## src/jse_pkg.sv

```systemverilog
// Package for the JSON string escaper: register indexes, character codes,
// the word descriptor passed from the front end to the back end, and helpers.
// No dependencies.
package jse_pkg;

	localparam int IDX_W = 4;

	localparam logic [1:0] MODE_RAW  = 2'd0;
	localparam logic [1:0] MODE_JSON = 2'd2;

	localparam logic CFG_ESCAPE_MODE = 1'b0;
	localparam logic CFG_ADD_QUOTES  = 1'b1;

	localparam logic [7:0] CH_QUOTE  = 8'h22;
	localparam logic [7:0] CH_BSLASH = 8'h5C;
	localparam logic [7:0] CH_DOT    = 8'h2E;
	localparam logic [7:0] CH_ZERO   = 8'h30;
	localparam logic [7:0] CH_UPPER_A = 8'h41;
	localparam logic [7:0] CH_X      = 8'h78;
	localparam logic [7:0] CH_U      = 8'h75;

	typedef enum logic [2:0] {
		BK_NONE,
		BK_LIT,
		BK_ESC,
		BK_HEX,
		BK_UNI,
		BK_DOT
	} body_kind_t;

	typedef struct packed {
		logic             quote_open;
		logic [1:0]       pre_dots;
		body_kind_t       kind;
		logic [2:0]       lit_len;
		logic [3:0][7:0]  body;
		logic [1:0]       post_dots;
		logic             quote_close;
		logic             str_last;
	} jse_desc_t;

	function automatic logic [7:0] hex_digit(input logic [3:0] n);
		if (n < 4'd10) begin
			return CH_ZERO + {4'd0, n};
		end
		return CH_UPPER_A + {4'd0, n} - 8'd10;
	endfunction

	function automatic logic [2:0] body_len(input jse_desc_t d);
		case (d.kind)
			BK_LIT:  return d.lit_len;
			BK_ESC:  return 3'd2;
			BK_HEX:  return 3'd4;
			BK_UNI:  return 3'd6;
			BK_DOT:  return 3'd1;
			default: return 3'd0;
		endcase
	endfunction

	function automatic logic [7:0] body_byte(input jse_desc_t d, input logic [2:0] j);
		logic [7:0] b;
		b = d.body[0];
		case (d.kind)
			BK_LIT: begin
				return d.body[j[1:0]];
			end
			BK_ESC: begin
				return (j == 3'd0) ? CH_BSLASH : b;
			end
			BK_HEX: begin
				case (j)
					3'd0:    return CH_BSLASH;
					3'd1:    return CH_X;
					3'd2:    return hex_digit(b[7:4]);
					default: return hex_digit(b[3:0]);
				endcase
			end
			BK_UNI: begin
				case (j)
					3'd0:    return CH_BSLASH;
					3'd1:    return CH_U;
					3'd2:    return CH_ZERO;
					3'd3:    return CH_ZERO;
					3'd4:    return hex_digit(b[7:4]);
					default: return hex_digit(b[3:0]);
				endcase
			end
			default: begin
				return CH_DOT;
			end
		endcase
	endfunction

endpackage

```

## src/jse_front.sv

```systemverilog
// Front end: accepts source bytes, tracks the UTF-8 sequence state and
// classifies each word into a descriptor for the back end.
// Depends on jse_pkg.
module jse_front
	import jse_pkg::*;
(
	input  logic             clk,
	input  logic             arst_n,
	input  logic [1:0]       escape_mode,
	input  logic             add_quotes,
	input  logic             in_valid,
	output logic             in_ready,
	input  logic [7:0]       in_char,
	input  logic             char_present,
	input  logic             string_first,
	input  logic             string_last,
	output logic             push,
	output jse_desc_t        push_desc,
	input  logic             push_ready
);

	logic [7:0] lead_q;
	logic [1:0] need_q;
	logic [1:0] held_q;
	logic [7:0] tail_q [2];

	logic [7:0] lead_d;
	logic [1:0] need_d;
	logic [1:0] held_d;
	logic       tail_wr;
	logic       tail_idx;
	logic       accept;
	logic       nonempty;
	jse_desc_t  d;

	always_comb begin
		logic       json;
		logic       raw;
		logic [7:0] lo;
		logic [7:0] hi;
		logic       esc;
		logic [7:0] letter;

		json = (escape_mode == MODE_JSON);
		raw = (escape_mode == MODE_RAW);
		d = '0;
		d.kind = BK_NONE;
		lead_d = lead_q;
		need_d = need_q;
		held_d = held_q;
		tail_wr = 1'b0;
		tail_idx = held_q[0];
		lo = 8'h80;
		hi = 8'hBF;
		esc = 1'b0;
		letter = 8'h00;

		if (string_first) begin
			need_d = 2'd0;
			held_d = 2'd0;
			d.quote_open = add_quotes;
		end

		if (char_present) begin
			if (held_d == 2'd0) begin
				if (lead_q == 8'hE0) begin
					lo = 8'hA0;
				end else if (lead_q == 8'hF0) begin
					lo = 8'h90;
				end
				if (lead_q == 8'hED) begin
					hi = 8'h9F;
				end else if (lead_q == 8'hF4) begin
					hi = 8'h8F;
				end
			end
			if (need_d != 2'd0 && json && in_char >= lo && in_char <= hi) begin
				if ({1'b0, held_d} + 3'd1 >= {1'b0, need_d}) begin
					d.kind = BK_LIT;
					d.lit_len = {1'b0, held_d} + 3'd2;
					d.body[0] = lead_q;
					case (held_d)
						2'd0: begin
							d.body[1] = in_char;
						end
						2'd1: begin
							d.body[1] = tail_q[0];
							d.body[2] = in_char;
						end
						default: begin
							d.body[1] = tail_q[0];
							d.body[2] = tail_q[1];
							d.body[3] = in_char;
						end
					endcase
					need_d = 2'd0;
					held_d = 2'd0;
				end else begin
					tail_wr = 1'b1;
					tail_idx = held_d[0];
					held_d = held_d + 2'd1;
				end
			end else begin
				if (need_d != 2'd0) begin
					d.pre_dots = held_d + 2'd1;
					need_d = 2'd0;
					held_d = 2'd0;
				end
				if (raw) begin
					d.kind = BK_LIT;
					d.lit_len = 3'd1;
					d.body[0] = in_char;
				end else begin
					case (in_char)
						CH_BSLASH: begin esc = 1'b1; letter = CH_BSLASH; end
						CH_QUOTE:  begin esc = 1'b1; letter = CH_QUOTE; end
						8'h0A:     begin esc = 1'b1; letter = 8'h6E; end
						8'h0D:     begin esc = 1'b1; letter = 8'h72; end
						8'h09:     begin esc = 1'b1; letter = 8'h74; end
						8'h0C:     begin esc = 1'b1; letter = 8'h66; end
						8'h08:     begin esc = 1'b1; letter = 8'h62; end
						8'h0B:     begin esc = !json; letter = 8'h76; end
						default:   begin esc = 1'b0; letter = 8'h00; end
					endcase
					if (esc) begin
						d.kind = BK_ESC;
						d.body[0] = letter;
					end else if (in_char >= 8'h20 && in_char < 8'h7F) begin
						d.kind = BK_LIT;
						d.lit_len = 3'd1;
						d.body[0] = in_char;
					end else if (json) begin
						if (in_char < 8'h20 || in_char == 8'h7F) begin
							d.kind = BK_UNI;
							d.body[0] = in_char;
						end else if (in_char <= 8'hC1 || in_char >= 8'hF5) begin
							d.kind = BK_DOT;
						end else begin
							lead_d = in_char;
							held_d = 2'd0;
							if (in_char <= 8'hDF) begin
								need_d = 2'd1;
							end else if (in_char <= 8'hEF) begin
								need_d = 2'd2;
							end else begin
								need_d = 2'd3;
							end
						end
					end else begin
						d.kind = BK_HEX;
						d.body[0] = in_char;
					end
				end
			end
		end

		if (string_last) begin
			if (need_d != 2'd0) begin
				d.post_dots = held_d + 2'd1;
			end
			need_d = 2'd0;
			held_d = 2'd0;
			d.quote_close = add_quotes;
			d.str_last = 1'b1;
		end
	end

	assign nonempty = d.quote_open || (d.pre_dots != 2'd0) || (d.kind != BK_NONE) ||
		(d.post_dots != 2'd0) || d.quote_close;
	assign in_ready = push_ready;
	assign accept = in_valid && push_ready;
	assign push = accept && nonempty;
	assign push_desc = d;

	always_ff @(posedge clk or negedge arst_n) begin
		if (!arst_n) begin
			lead_q <= 8'h00;
			need_q <= 2'd0;
			held_q <= 2'd0;
		end else if (accept) begin
			lead_q <= lead_d;
			need_q <= need_d;
			held_q <= held_d;
		end
	end

	always_ff @(posedge clk) begin
		if (accept && tail_wr) begin
			tail_q[tail_idx] <= in_char;
		end
	end

endmodule

```

## src/jse_queue.sv

```systemverilog
// Descriptor queue between the front end and the back end.
// Depends on jse_pkg.
module jse_queue
	import jse_pkg::*;
#(
	parameter int DEPTH = 4
) (
	input  logic      clk,
	input  logic      arst_n,
	input  logic      push,
	input  jse_desc_t push_desc,
	output logic      push_ready,
	input  logic      pop,
	output jse_desc_t head_desc,
	output logic      head_valid
);

	localparam int PTR_W = $clog2(DEPTH);
	localparam int CNT_W = $clog2(DEPTH + 1);
	localparam logic [PTR_W-1:0] LAST_PTR = PTR_W'(DEPTH - 1);
	localparam logic [CNT_W-1:0] FULL_CNT = CNT_W'(DEPTH);

	jse_desc_t        mem_q [DEPTH];
	logic [PTR_W-1:0] wr_q;
	logic [PTR_W-1:0] rd_q;
	logic [CNT_W-1:0] cnt_q;
	logic             do_push;
	logic             do_pop;

	assign push_ready = (cnt_q != FULL_CNT);
	assign head_valid = (cnt_q != '0);
	assign head_desc = mem_q[rd_q];
	assign do_push = push && push_ready;
	assign do_pop = pop && head_valid;

	always_ff @(posedge clk) begin
		if (do_push) begin
			mem_q[wr_q] <= push_desc;
		end
	end

	always_ff @(posedge clk or negedge arst_n) begin
		if (!arst_n) begin
			wr_q <= '0;
			rd_q <= '0;
			cnt_q <= '0;
		end else begin
			if (do_push) begin
				wr_q <= (wr_q == LAST_PTR) ? '0 : wr_q + PTR_W'(1);
			end
			if (do_pop) begin
				rd_q <= (rd_q == LAST_PTR) ? '0 : rd_q + PTR_W'(1);
			end
			if (do_push && !do_pop) begin
				cnt_q <= cnt_q + CNT_W'(1);
			end else if (do_pop && !do_push) begin
				cnt_q <= cnt_q - CNT_W'(1);
			end
		end
	end

endmodule

```

## src/jse_back.sv

```systemverilog
// Back end: expands the head descriptor into output bytes, one per cycle
// unless out_ready stalls it, into a registered output stage.
// Depends on jse_pkg.
module jse_back
	import jse_pkg::*;
(
	input  logic      clk,
	input  logic      arst_n,
	input  jse_desc_t head_desc,
	input  logic      head_valid,
	output logic      pop,
	output logic      out_valid,
	input  logic      out_ready,
	output logic [7:0] out_char,
	output logic      run_last,
	output logic      string_done
);

	logic [IDX_W-1:0] idx_q;
	logic             ov_q;
	logic [7:0]       char_q;
	logic             run_last_q;
	logic             done_q;

	logic [IDX_W-1:0] e0;
	logic [IDX_W-1:0] e1;
	logic [IDX_W-1:0] e2;
	logic [IDX_W-1:0] e3;
	logic [IDX_W-1:0] cnt;
	logic [IDX_W-1:0] jrel;
	logic [7:0]       cur;
	logic             is_end;
	logic             load;

	assign e0 = {{(IDX_W-1){1'b0}}, head_desc.quote_open};
	assign e1 = e0 + {{(IDX_W-2){1'b0}}, head_desc.pre_dots};
	assign e2 = e1 + {{(IDX_W-3){1'b0}}, body_len(head_desc)};
	assign e3 = e2 + {{(IDX_W-2){1'b0}}, head_desc.post_dots};
	assign cnt = e3 + {{(IDX_W-1){1'b0}}, head_desc.quote_close};
	assign jrel = idx_q - e1;

	always_comb begin
		if (idx_q < e0) begin
			cur = CH_QUOTE;
		end else if (idx_q < e1) begin
			cur = CH_DOT;
		end else if (idx_q < e2) begin
			cur = body_byte(head_desc, jrel[2:0]);
		end else if (idx_q < e3) begin
			cur = CH_DOT;
		end else begin
			cur = CH_QUOTE;
		end
	end

	assign is_end = (idx_q == cnt - IDX_W'(1));
	assign load = head_valid && (!ov_q || out_ready);
	assign pop = load && is_end;

	always_ff @(posedge clk or negedge arst_n) begin
		if (!arst_n) begin
			idx_q <= '0;
			ov_q <= 1'b0;
		end else begin
			if (load) begin
				ov_q <= 1'b1;
				idx_q <= is_end ? '0 : idx_q + IDX_W'(1);
			end else if (out_ready) begin
				ov_q <= 1'b0;
			end
		end
	end

	always_ff @(posedge clk) begin
		if (load) begin
			char_q <= cur;
			run_last_q <= is_end;
			done_q <= is_end && head_desc.str_last;
		end
	end

	assign out_valid = ov_q;
	assign out_char = char_q;
	assign run_last = run_last_q;
	assign string_done = done_q;

endmodule

```

## src/json_string_escaper_utf8.sv

```systemverilog
// Top level of the JSON string escaper with UTF-8 check: configuration
// registers, front end, descriptor queue and back end.
// Depends on jse_pkg, jse_front, jse_queue, jse_back.
//
//   port group | direction | handshake           | words
//   in         | sink      | in_valid/in_ready   | in_char, char_present, string_first, string_last
//   out        | source    | out_valid/out_ready | out_char, run_last, string_done
//   cfg        | sink      | cfg_valid/cfg_ready | cfg_index, cfg_data
//
// Input takes one word per cycle while the descriptor queue has room.
// Output gives one byte per cycle while out_ready is high; a word expands to 0..10
// bytes, so the sustained input rate is set by the back end's one-byte-per-cycle expander.
// With the queue empty and the output register free, an accepted input word is written
// into the descriptor queue and then loaded into the output register, raising out_valid.
// Reset clears sequence state and the queue; escape_mode resets to JSON and
// add_quotes to 1. Either side may stall without blocking the other until
// the queue of QUEUE_DEPTH descriptors fills or drains.
module json_string_escaper_utf8
	import jse_pkg::*;
#(
	parameter int QUEUE_DEPTH = 4
) (
	input  logic       clk,
	input  logic       arst_n,
	input  logic       in_valid,
	output logic       in_ready,
	input  logic [7:0] in_char,
	input  logic       char_present,
	input  logic       string_first,
	input  logic       string_last,
	output logic       out_valid,
	input  logic       out_ready,
	output logic [7:0] out_char,
	output logic       run_last,
	output logic       string_done,
	input  logic       cfg_valid,
	output logic       cfg_ready,
	input  logic       cfg_index,
	input  logic [1:0] cfg_data
);

	logic [1:0] escape_mode_q;
	logic       add_quotes_q;
	logic       push;
	logic       push_ready;
	logic       pop;
	logic       head_valid;
	jse_desc_t  push_desc;
	jse_desc_t  head_desc;

	assign cfg_ready = 1'b1;

	always_ff @(posedge clk or negedge arst_n) begin
		if (!arst_n) begin
			escape_mode_q <= MODE_JSON;
			add_quotes_q <= 1'b1;
		end else if (cfg_valid) begin
			case (cfg_index)
				CFG_ESCAPE_MODE: escape_mode_q <= cfg_data;
				CFG_ADD_QUOTES:  add_quotes_q <= cfg_data[0];
				default:         add_quotes_q <= add_quotes_q;
			endcase
		end
	end

	jse_front u_front (
		.clk          (clk),
		.arst_n       (arst_n),
		.escape_mode  (escape_mode_q),
		.add_quotes   (add_quotes_q),
		.in_valid     (in_valid),
		.in_ready     (in_ready),
		.in_char      (in_char),
		.char_present (char_present),
		.string_first (string_first),
		.string_last  (string_last),
		.push         (push),
		.push_desc    (push_desc),
		.push_ready   (push_ready)
	);

	jse_queue #(
		.DEPTH (QUEUE_DEPTH)
	) u_queue (
		.clk        (clk),
		.arst_n     (arst_n),
		.push       (push),
		.push_desc  (push_desc),
		.push_ready (push_ready),
		.pop        (pop),
		.head_desc  (head_desc),
		.head_valid (head_valid)
	);

	jse_back u_back (
		.clk         (clk),
		.arst_n      (arst_n),
		.head_desc   (head_desc),
		.head_valid  (head_valid),
		.pop         (pop),
		.out_valid   (out_valid),
		.out_ready   (out_ready),
		.out_char    (out_char),
		.run_last    (run_last),
		.string_done (string_done)
	);

endmodule
```

## config.mk

```make
export PLATFORM = sky130hd
export DESIGN_NAME = json_string_escaper_utf8
export DESIGN_NICKNAME = d
export VERILOG_FILES = /design/src/jse_pkg.sv /design/src/jse_front.sv /design/src/jse_queue.sv /design/src/jse_back.sv /design/src/json_string_escaper_utf8.sv
export SDC_FILE = /design/constraint.sdc
export NUM_CORES = 1
export LEC_CHECK = 0
export ABC_CLOCK_PERIOD_IN_PS = 8070
export BUFFER_PORTS_ARGS = -buffer_cell sky130_fd_sc_hd__buf_2
export CAP_MARGIN = 20
export CORE_MARGIN = 2
export CORE_UTILIZATION = 42
export DETAILED_ROUTE_END_ITERATION = 10
export GPL_TIMING_DRIVEN = 1
export PLACE_DENSITY_LB_ADDON = 0.2
export SLEW_MARGIN = 20
export SYNTH_ARGS = -nofsm -noshare
export SYNTH_HDL_FRONTEND = slang
export SYNTH_SLANG_ARGS = --single-unit
```

## constraint.sdc

```tcl
create_clock -name clk -period 8.07 [get_ports clk]
set_input_delay 1.2105 -clock clk [delete_from_list [all_inputs] [get_ports clk]]
set_output_delay 1.2105 -clock clk [all_outputs]
set_load 0.03 [all_outputs]
```

# Yosys cells after proc, flatten, opt, wreduce, memory -nomap -nowiden
# Memory sizes are Yosys's and may differ from the RTL's.
# Cells that the tools add are included.
# totals
ff_bits,37
ramBits,196
in_bits,19
out_inout_bits,13
wordCells,254
memories,2
# mem_list
memory,depth,word_bits,rd,rd_clocked_by_memory_dff,write_ports,line,source
u_queue.mem_q,4,45,1,0,1,jse_queue.sv:23,jse_desc_t mem_q [DEPTH];
u_front.tail_q,2,8,2,0,1,jse_front.sv:25,logic [7:0] tail_q [2];
# op_classes
n_addsub,21
n_lt_le_gt_ge,17
eq_ne,28
muxes,120
bitwise,7
reduce_logical,45
# ops
op,n
8-bit two-way mux,23
8-bit one-hot mux with 4 select lines,2
2-bit two-way mux,30
7-bit one-hot mux with 8 select lines,1
8-bit by 4-bit equality test with 1-bit output (second input constant),6
1-bit two-way mux,40
40-bit two-way mux,1
36-bit two-way mux,1
8-bit equality test (second input constant),4
8-bit <= comparator (second input constant),3
24-bit two-way mux,1
3-bit two-way mux,8
8-bit one-hot mux with 3 select lines,1
6-bit two-way mux,3
7-bit by 4-bit adder with 8-bit output (first input constant),2
8-bit binary-select mux with 2-bit select,1
8-bit by 7-bit equality test with 1-bit output (second input constant),2
4-bit two-way mux,4
8-bit one-hot mux with 2 select lines,1
8-bit by 4-bit subtractor with 8-bit output (second input constant),2
3-bit one-hot mux with 5 select lines,1
6-bit by 4-bit adder with 7-bit output (first input constant),2
1-bit logical AND,14
3-bit by 2-bit equality test with 1-bit output (second input constant),4
46 further kinds,81

# Longest topological paths before layout
# logic_depth
depth_word,26
mapped_depth,25
mapped_depth_nobuf,22

# Modules after synthesis
# From an unflattened synthesis, not the netlist that was laid out.
# hier_totals
cells_unflattened,816
hier_area_um2,11479.8
# modules_own_cells
module,instances,cells_each,area_per_inst_um2,seq_area_each_um2
jse_queue,1,271,6920.4,5580.4
jse_front,1,277,2321.0,780.7
jse_back,1,258,2094.5,425.4
json_string_escaper_utf8,1,10,143.9,77.6

# Least setup slack after synthesis
# No wires, ideal clock.
# synth_path
path_kind,flip-flop to flip-flop
startpoint,reg u_queue.rd_q[0]
endpoint,reg u_queue.cnt_q[1]
setup_ps,125
t_arrival_ps,5937
t_required_ps,7945
slack_ps,2008
path_stages_with_launch,24
n_path_buf,5
synth_period_minus_slack_ps,6062
cell_sequence,dfrtp_1 > buf_4 > buf_6 > buf_4 > buf_4 > buf_2 > mux4_2 > ha_1 > ha_1 > ha_1 > xor2_1 > inv_1 > fa_1 > ha_1 > xnor2_1 > nand2_1 > mux2i_1 > nor2_1 > a2111oi_4 > nand2_2 > ha_1 > inv_1 > fa_1 > mux2_2
# synth_between
elab_chain_cells,13
elab_cells_between_ends,20
cone_classes,add/sub (5); eq/ne (6); mux (2); reduce/logical (6); memory (1)
# synth_rtl
element,line,source
from (decl),jse_queue.sv:25,logic [PTR_W-1:0] rd_q;
from (signal assigned),jse_queue.sv:52,rd_q <= (rd_q == LAST_PTR) ? '0 : rd_q + PTR_W'(1);
memory read 4 x 45 bit *,n/a,
3-bit equality test (tied with other cells),jse_pkg.sv:50,case (d.kind)
3-bit one-hot mux with 5 select lines,jse_pkg.sv:50,
4-bit by 3-bit adder with 4-bit output,jse_back.sv:37,"assign e2 = e1 + {{(IDX_W-3){1'b0}}, body_len(head_desc)};"
4-bit by 2-bit adder with 4-bit output,jse_back.sv:38,"assign e3 = e2 + {{(IDX_W-2){1'b0}}, head_desc.post_dots};"
4-bit by 1-bit adder with 4-bit output *,jse_back.sv:39,"assign cnt = e3 + {{(IDX_W-1){1'b0}}, head_desc.quote_close};"
4-bit by 1-bit subtractor with 4-bit output *,jse_back.sv:56,assign is_end = (idx_q == cnt - IDX_W'(1));
4-bit equality test *,jse_back.sv:56,
via u_back.is_end,jse_back.sv:32,logic is_end;
1-bit logical AND *,jse_back.sv:58,assign pop = load && is_end;
1-bit logical AND *,jse_queue.sv:34,assign do_pop = pop && head_valid;
1-bit logical NOT,jse_queue.sv:54,if (do_push && !do_pop) begin
1-bit logical AND,jse_queue.sv:54,
3-bit two-way mux or 2-bit nonzero test (tied branches),n/a,
to (signal assigned),jse_queue.sv:55,cnt_q <= cnt_q + CNT_W'(1);
to (signal assigned),jse_queue.sv:57,cnt_q <= cnt_q - CNT_W'(1);
to (decl),jse_queue.sv:26,logic [CNT_W-1:0] cnt_q;
# Mark *: on every way through the listed nets, which the timed path passes. The rest lies on a longest branch.
# A chain may end at the register's enable or synchronous reset.

# Worst setup path after layout
# Ends and elaborated chain as after synthesis.

==> summary.md <==
| Metric | Value |
|---|---|
| Maxcap violations | 0 |
| Final period utilization | 0.761 |
| TNS Setup | 0 ps |
| Worst hold slack | about 470 ps |
| WHS Path Cells | 2 |
| Hpwl dp | 17300 um |
| Final GP Congestion | 0.836 |
| Pleak | approximately 4.6 nW |
| Cell area after synthesis | 11500 um2 |
| Tightest Pin Transition | 913 ps |
| First-pass GRT wire length | 39400 um |
| Postcts setup bufs | 0 |
| Std-Cell Rows | 60 |
| Worst r2r src | u_queue.rd_q[0] |
| CP arrival | 6560 ps |
| Largest net degree at the start of global routing | 35 |
| Slew margin rel. | 0.387 |
| #FFs+latches synth | around 230 |
| RSZ-0062 raised after global routing | no |
| Fin. Hold Viols | 0 |
| Initial antenna violation count | 0 |
| Final core occ | 0.474 |
| Tot Pwr | 5.47 mW |
| Synth unique cells | 86 |
| Via density | approximately 5.6 |
| Post-synth EDFFs | a little over 200 |
| Chip width | ~170 um |
| Gr busiest metal | met2 |
| Die area | 28800 um2 |
| Final #Nets | 917 |
| Combinational power share | 0.480 |
| Sink of the worst hold path | u_front.held_q[1] |
| Antenna fix cells | 0 |
| Largest family of logic cells by synthesized area | multiplexers |
| Post-Synth XOR/XNOR Area | 0.0122 |
| Die H | 170 um |
| Internal power | about 3.3 mW |
| Most common cell after layout, fill and taps aside | edfxtp_1 |
| Tmin final | 6140 ps |
| CP startpoint kind | register |
| Port Buffer Count | 30 |
| Area of the multi-input gates | 4310 um2 |
| All-Layer GR Usage | 0.177 |
| Cell Pwr Density | 429 nW/um2 |
| Worst-Skew Late Latency | around 530 ps |
| Share of layout cells above drive strength 1 | 0.200 |
| Final wirelength | about 24000 um |
| Starting Density | 0.427 |
| Flop-to-flop setup slack | approximately 1900 ps |
| Terminus of the critical flop-to-flop path | u_queue.cnt_q[1] |
| # fillers | 2318 |
| Post-synthesis async set-or-reset flop share | 0.116 |
| Adder-Cell Fraction of Synth Area | 0.0446 |
| Layout Skew | 20.3 ps |
| Routed Antenna Nets | 0 |
| Post-DP Area | 12000 um2 |
| Hold_sp | u_front.held_q[1] |
| Total gr overflow | 0 |
| Placed Cells | 1175 |
| Outcome | finished, final reports clean |
| Sequential share of power | 0.318 |
| DRT Pass-1 Iters | 5 |
| Synth Flop Type | edfxtp_1 |
| # H-tree levels | 1 |
| Clk network pwr share | 0.203 |
| Via count | 6835 |
| CTS buffer count | 25 |
| Post-CTS Hold Buffers | 0 |
| Drt wl/cell | between 20 and 25 um |
| Yosys warns | 0 |
| Switch Pwr | 2.17 mW |
| M3 GR Usage | 0.0238 |
| Compound-gate portion of the synthesized area | 0.0882 |
| DRC viols | 0 |
| Final instance area | ~13000 um2 |
| Vias in the first global route | roughly 6800 |
| Syn_area_per_cell | between 10 and 15 um2 |
| Post-synthesis mux area share | 0.123 |
| Worst setup margin | between 1500 and 2000 ps |
| Register area | 6870 um2 |
| Clk Tree Root Cell | clkbuf_16 |
| Worst-path clk slew | 60 ps |
| Fin cells | 1221 |
| Sequential area share after synthesis | 0.596 |
| Synth Area in Simple Gates | 0.104 |
| CP required | 8490 ps |
| Met2 usage | 0.279 |
| Max clock buf depth | 3 |
| Max Clock Freq | 163 MHz |
| Clock sink count | between 200 and 250 |
| Finish-stage setup viols | 0 |
| Most frequent cells in the layout | edfxtp_1, nor2_1, nand2_1 |
| Max-slew violations | 0 |
| Reg2Reg Depth | 19 |
| Core area | about 27000 um2 |
| VDD IR max | about 0.19 mV |
| Hold/Removal Path Class | register to register |
| Io pins | 32 |
| Pre-CTS setup slack | 1850 ps |
| Crit. End Element | register |
| Initial drt markers | roughly 550 |
| CTS resizes | 0 |
| TritonCTS clock tree | yes |
| Switching share of power | 0.396 |
| Mapped Cells | 825 |
| Largest fanout on the critical path | 23 |
| M1 GR Usage | 0.259 |
| Area grow syn2layout | 10.9% |
| Setup CP Type | register to register |
==> routing by layer <==
metal	wire length (um)	vias up
met3	939	46
met2	11200	145
li1	-	3234
met4	642	0
met5	0	-
met1	11600	3410
==> worst max path at each step <==
stage	from	endpoint	slack (ps)	depth (start not counted)
6_report	u_queue.rd_q[0]	u_queue.cnt_q[1]	1930	19
2_1_floorplan	u_queue.rd_q[0]	u_queue.cnt_q[1]	2010	23
5_1_grt	u_queue.rd_q[0]	u_queue.cnt_q[1]	1430	19
4_1_cts	u_queue.rd_q[0]	u_queue.cnt_q[1]	1850	19
3_5_place_dp	u_queue.rd_q[0]	u_queue.cnt_q[1]	1850	19
3_3_place_gp	u_queue.rd_q[0]	u_queue.cnt_q[1]	1910	19
==> cell families after synthesis <==
| logic type | after synthesis |
|---|---|
| AOI/OAI and AO/OA | 147 |
| xor gates and xnor gates | 16 |
| adders and majority gates | 39 |
| buffers and inverters | 69 |
| DFF | 233 |
| muxes | 78 |
| other | 2 |
| and+or+nand+nor | 241 |
==> power by group through the flow <==
stage | combinational, mW | sequential [mW] | clock [mW]
after floorplan | 2.07 | 1.72 | 0
after CTS | 2.65 | 1.75 | 1.13
after global placement | 2.61 | 1.76 | 0
after global routing | 2.94 | 1.77 | 1.18
after detailed placement | 2.63 | 1.77 | 0
final | 2.63 | 1.74 | 1.11
==> final cells by class <==
cell class / instances / area share
Tap cell: 341 / 0.0334
Clock buffer: 32 / 0.0542
Sequential cell: 233 / 0.538
Timing Repair Buffer: 40 / 0.0176
Clock inverter: 14 / 0.00882
Multi-Input combinational cell: 526 / 0.338
Inverter: 35 / 0.0103
==> cells in the mapped netlist, types with 8 or more instances <==
cell type	number	share of area
a21o_1	9	0.0059
a21oi_1	44	0.019
a22oi_1	8	0.0052
and2_1	16	0.0087
clkbuf_1	12	0.0039
dfrtp_1	25	0.054
edfxtp_1	206	0.54
ha_1	33	0.036
inv_1	33	0.011
mux2_2	11	0.011
mux2i_1	14	0.012
mux4_2	49	0.096
nand2_1	60	0.020
nand2b_1	14	0.0076
nand3_1	21	0.0091
nor2_1	75	0.024
nor3_1	13	0.0057
o21ai_0	21	0.0091
o22ai_1	8	0.0043
xnor2_1	9	0.0068
==> flip-flops by register name, indices dropped and copies added (netlist names), 2 cells and up <==
signal	count
u_front.tail_q	16
u_front.lead_q	8
u_queue.wr_q	2
u_queue.cnt_q	3
u_queue.mem_q	180
escape_mode_q	2
u_front.held_q	2
u_back.out_char	8
u_queue.rd_q	2
u_back.idx_q	4
u_front.need_q	2
==> worst max-delay path, stage by stage, from the launching register on <==
cell	delay (ps)
dfrtp_2	810
buf_4	410
mux4_2	560
ha_1	200
ha_1	320
ha_1	370
xor2_1	230
inv_1	110
fa_1	540
ha_1	240
xnor2_1	220
nand2_1	90
mux2i_1	140
nor2_1	80
a2111oi_4	560
nand2_2	160
ha_1	260
inv_1	70
fa_1	400
mux2_2	260
No activity file was read; power rests on OpenSTA's default activity.
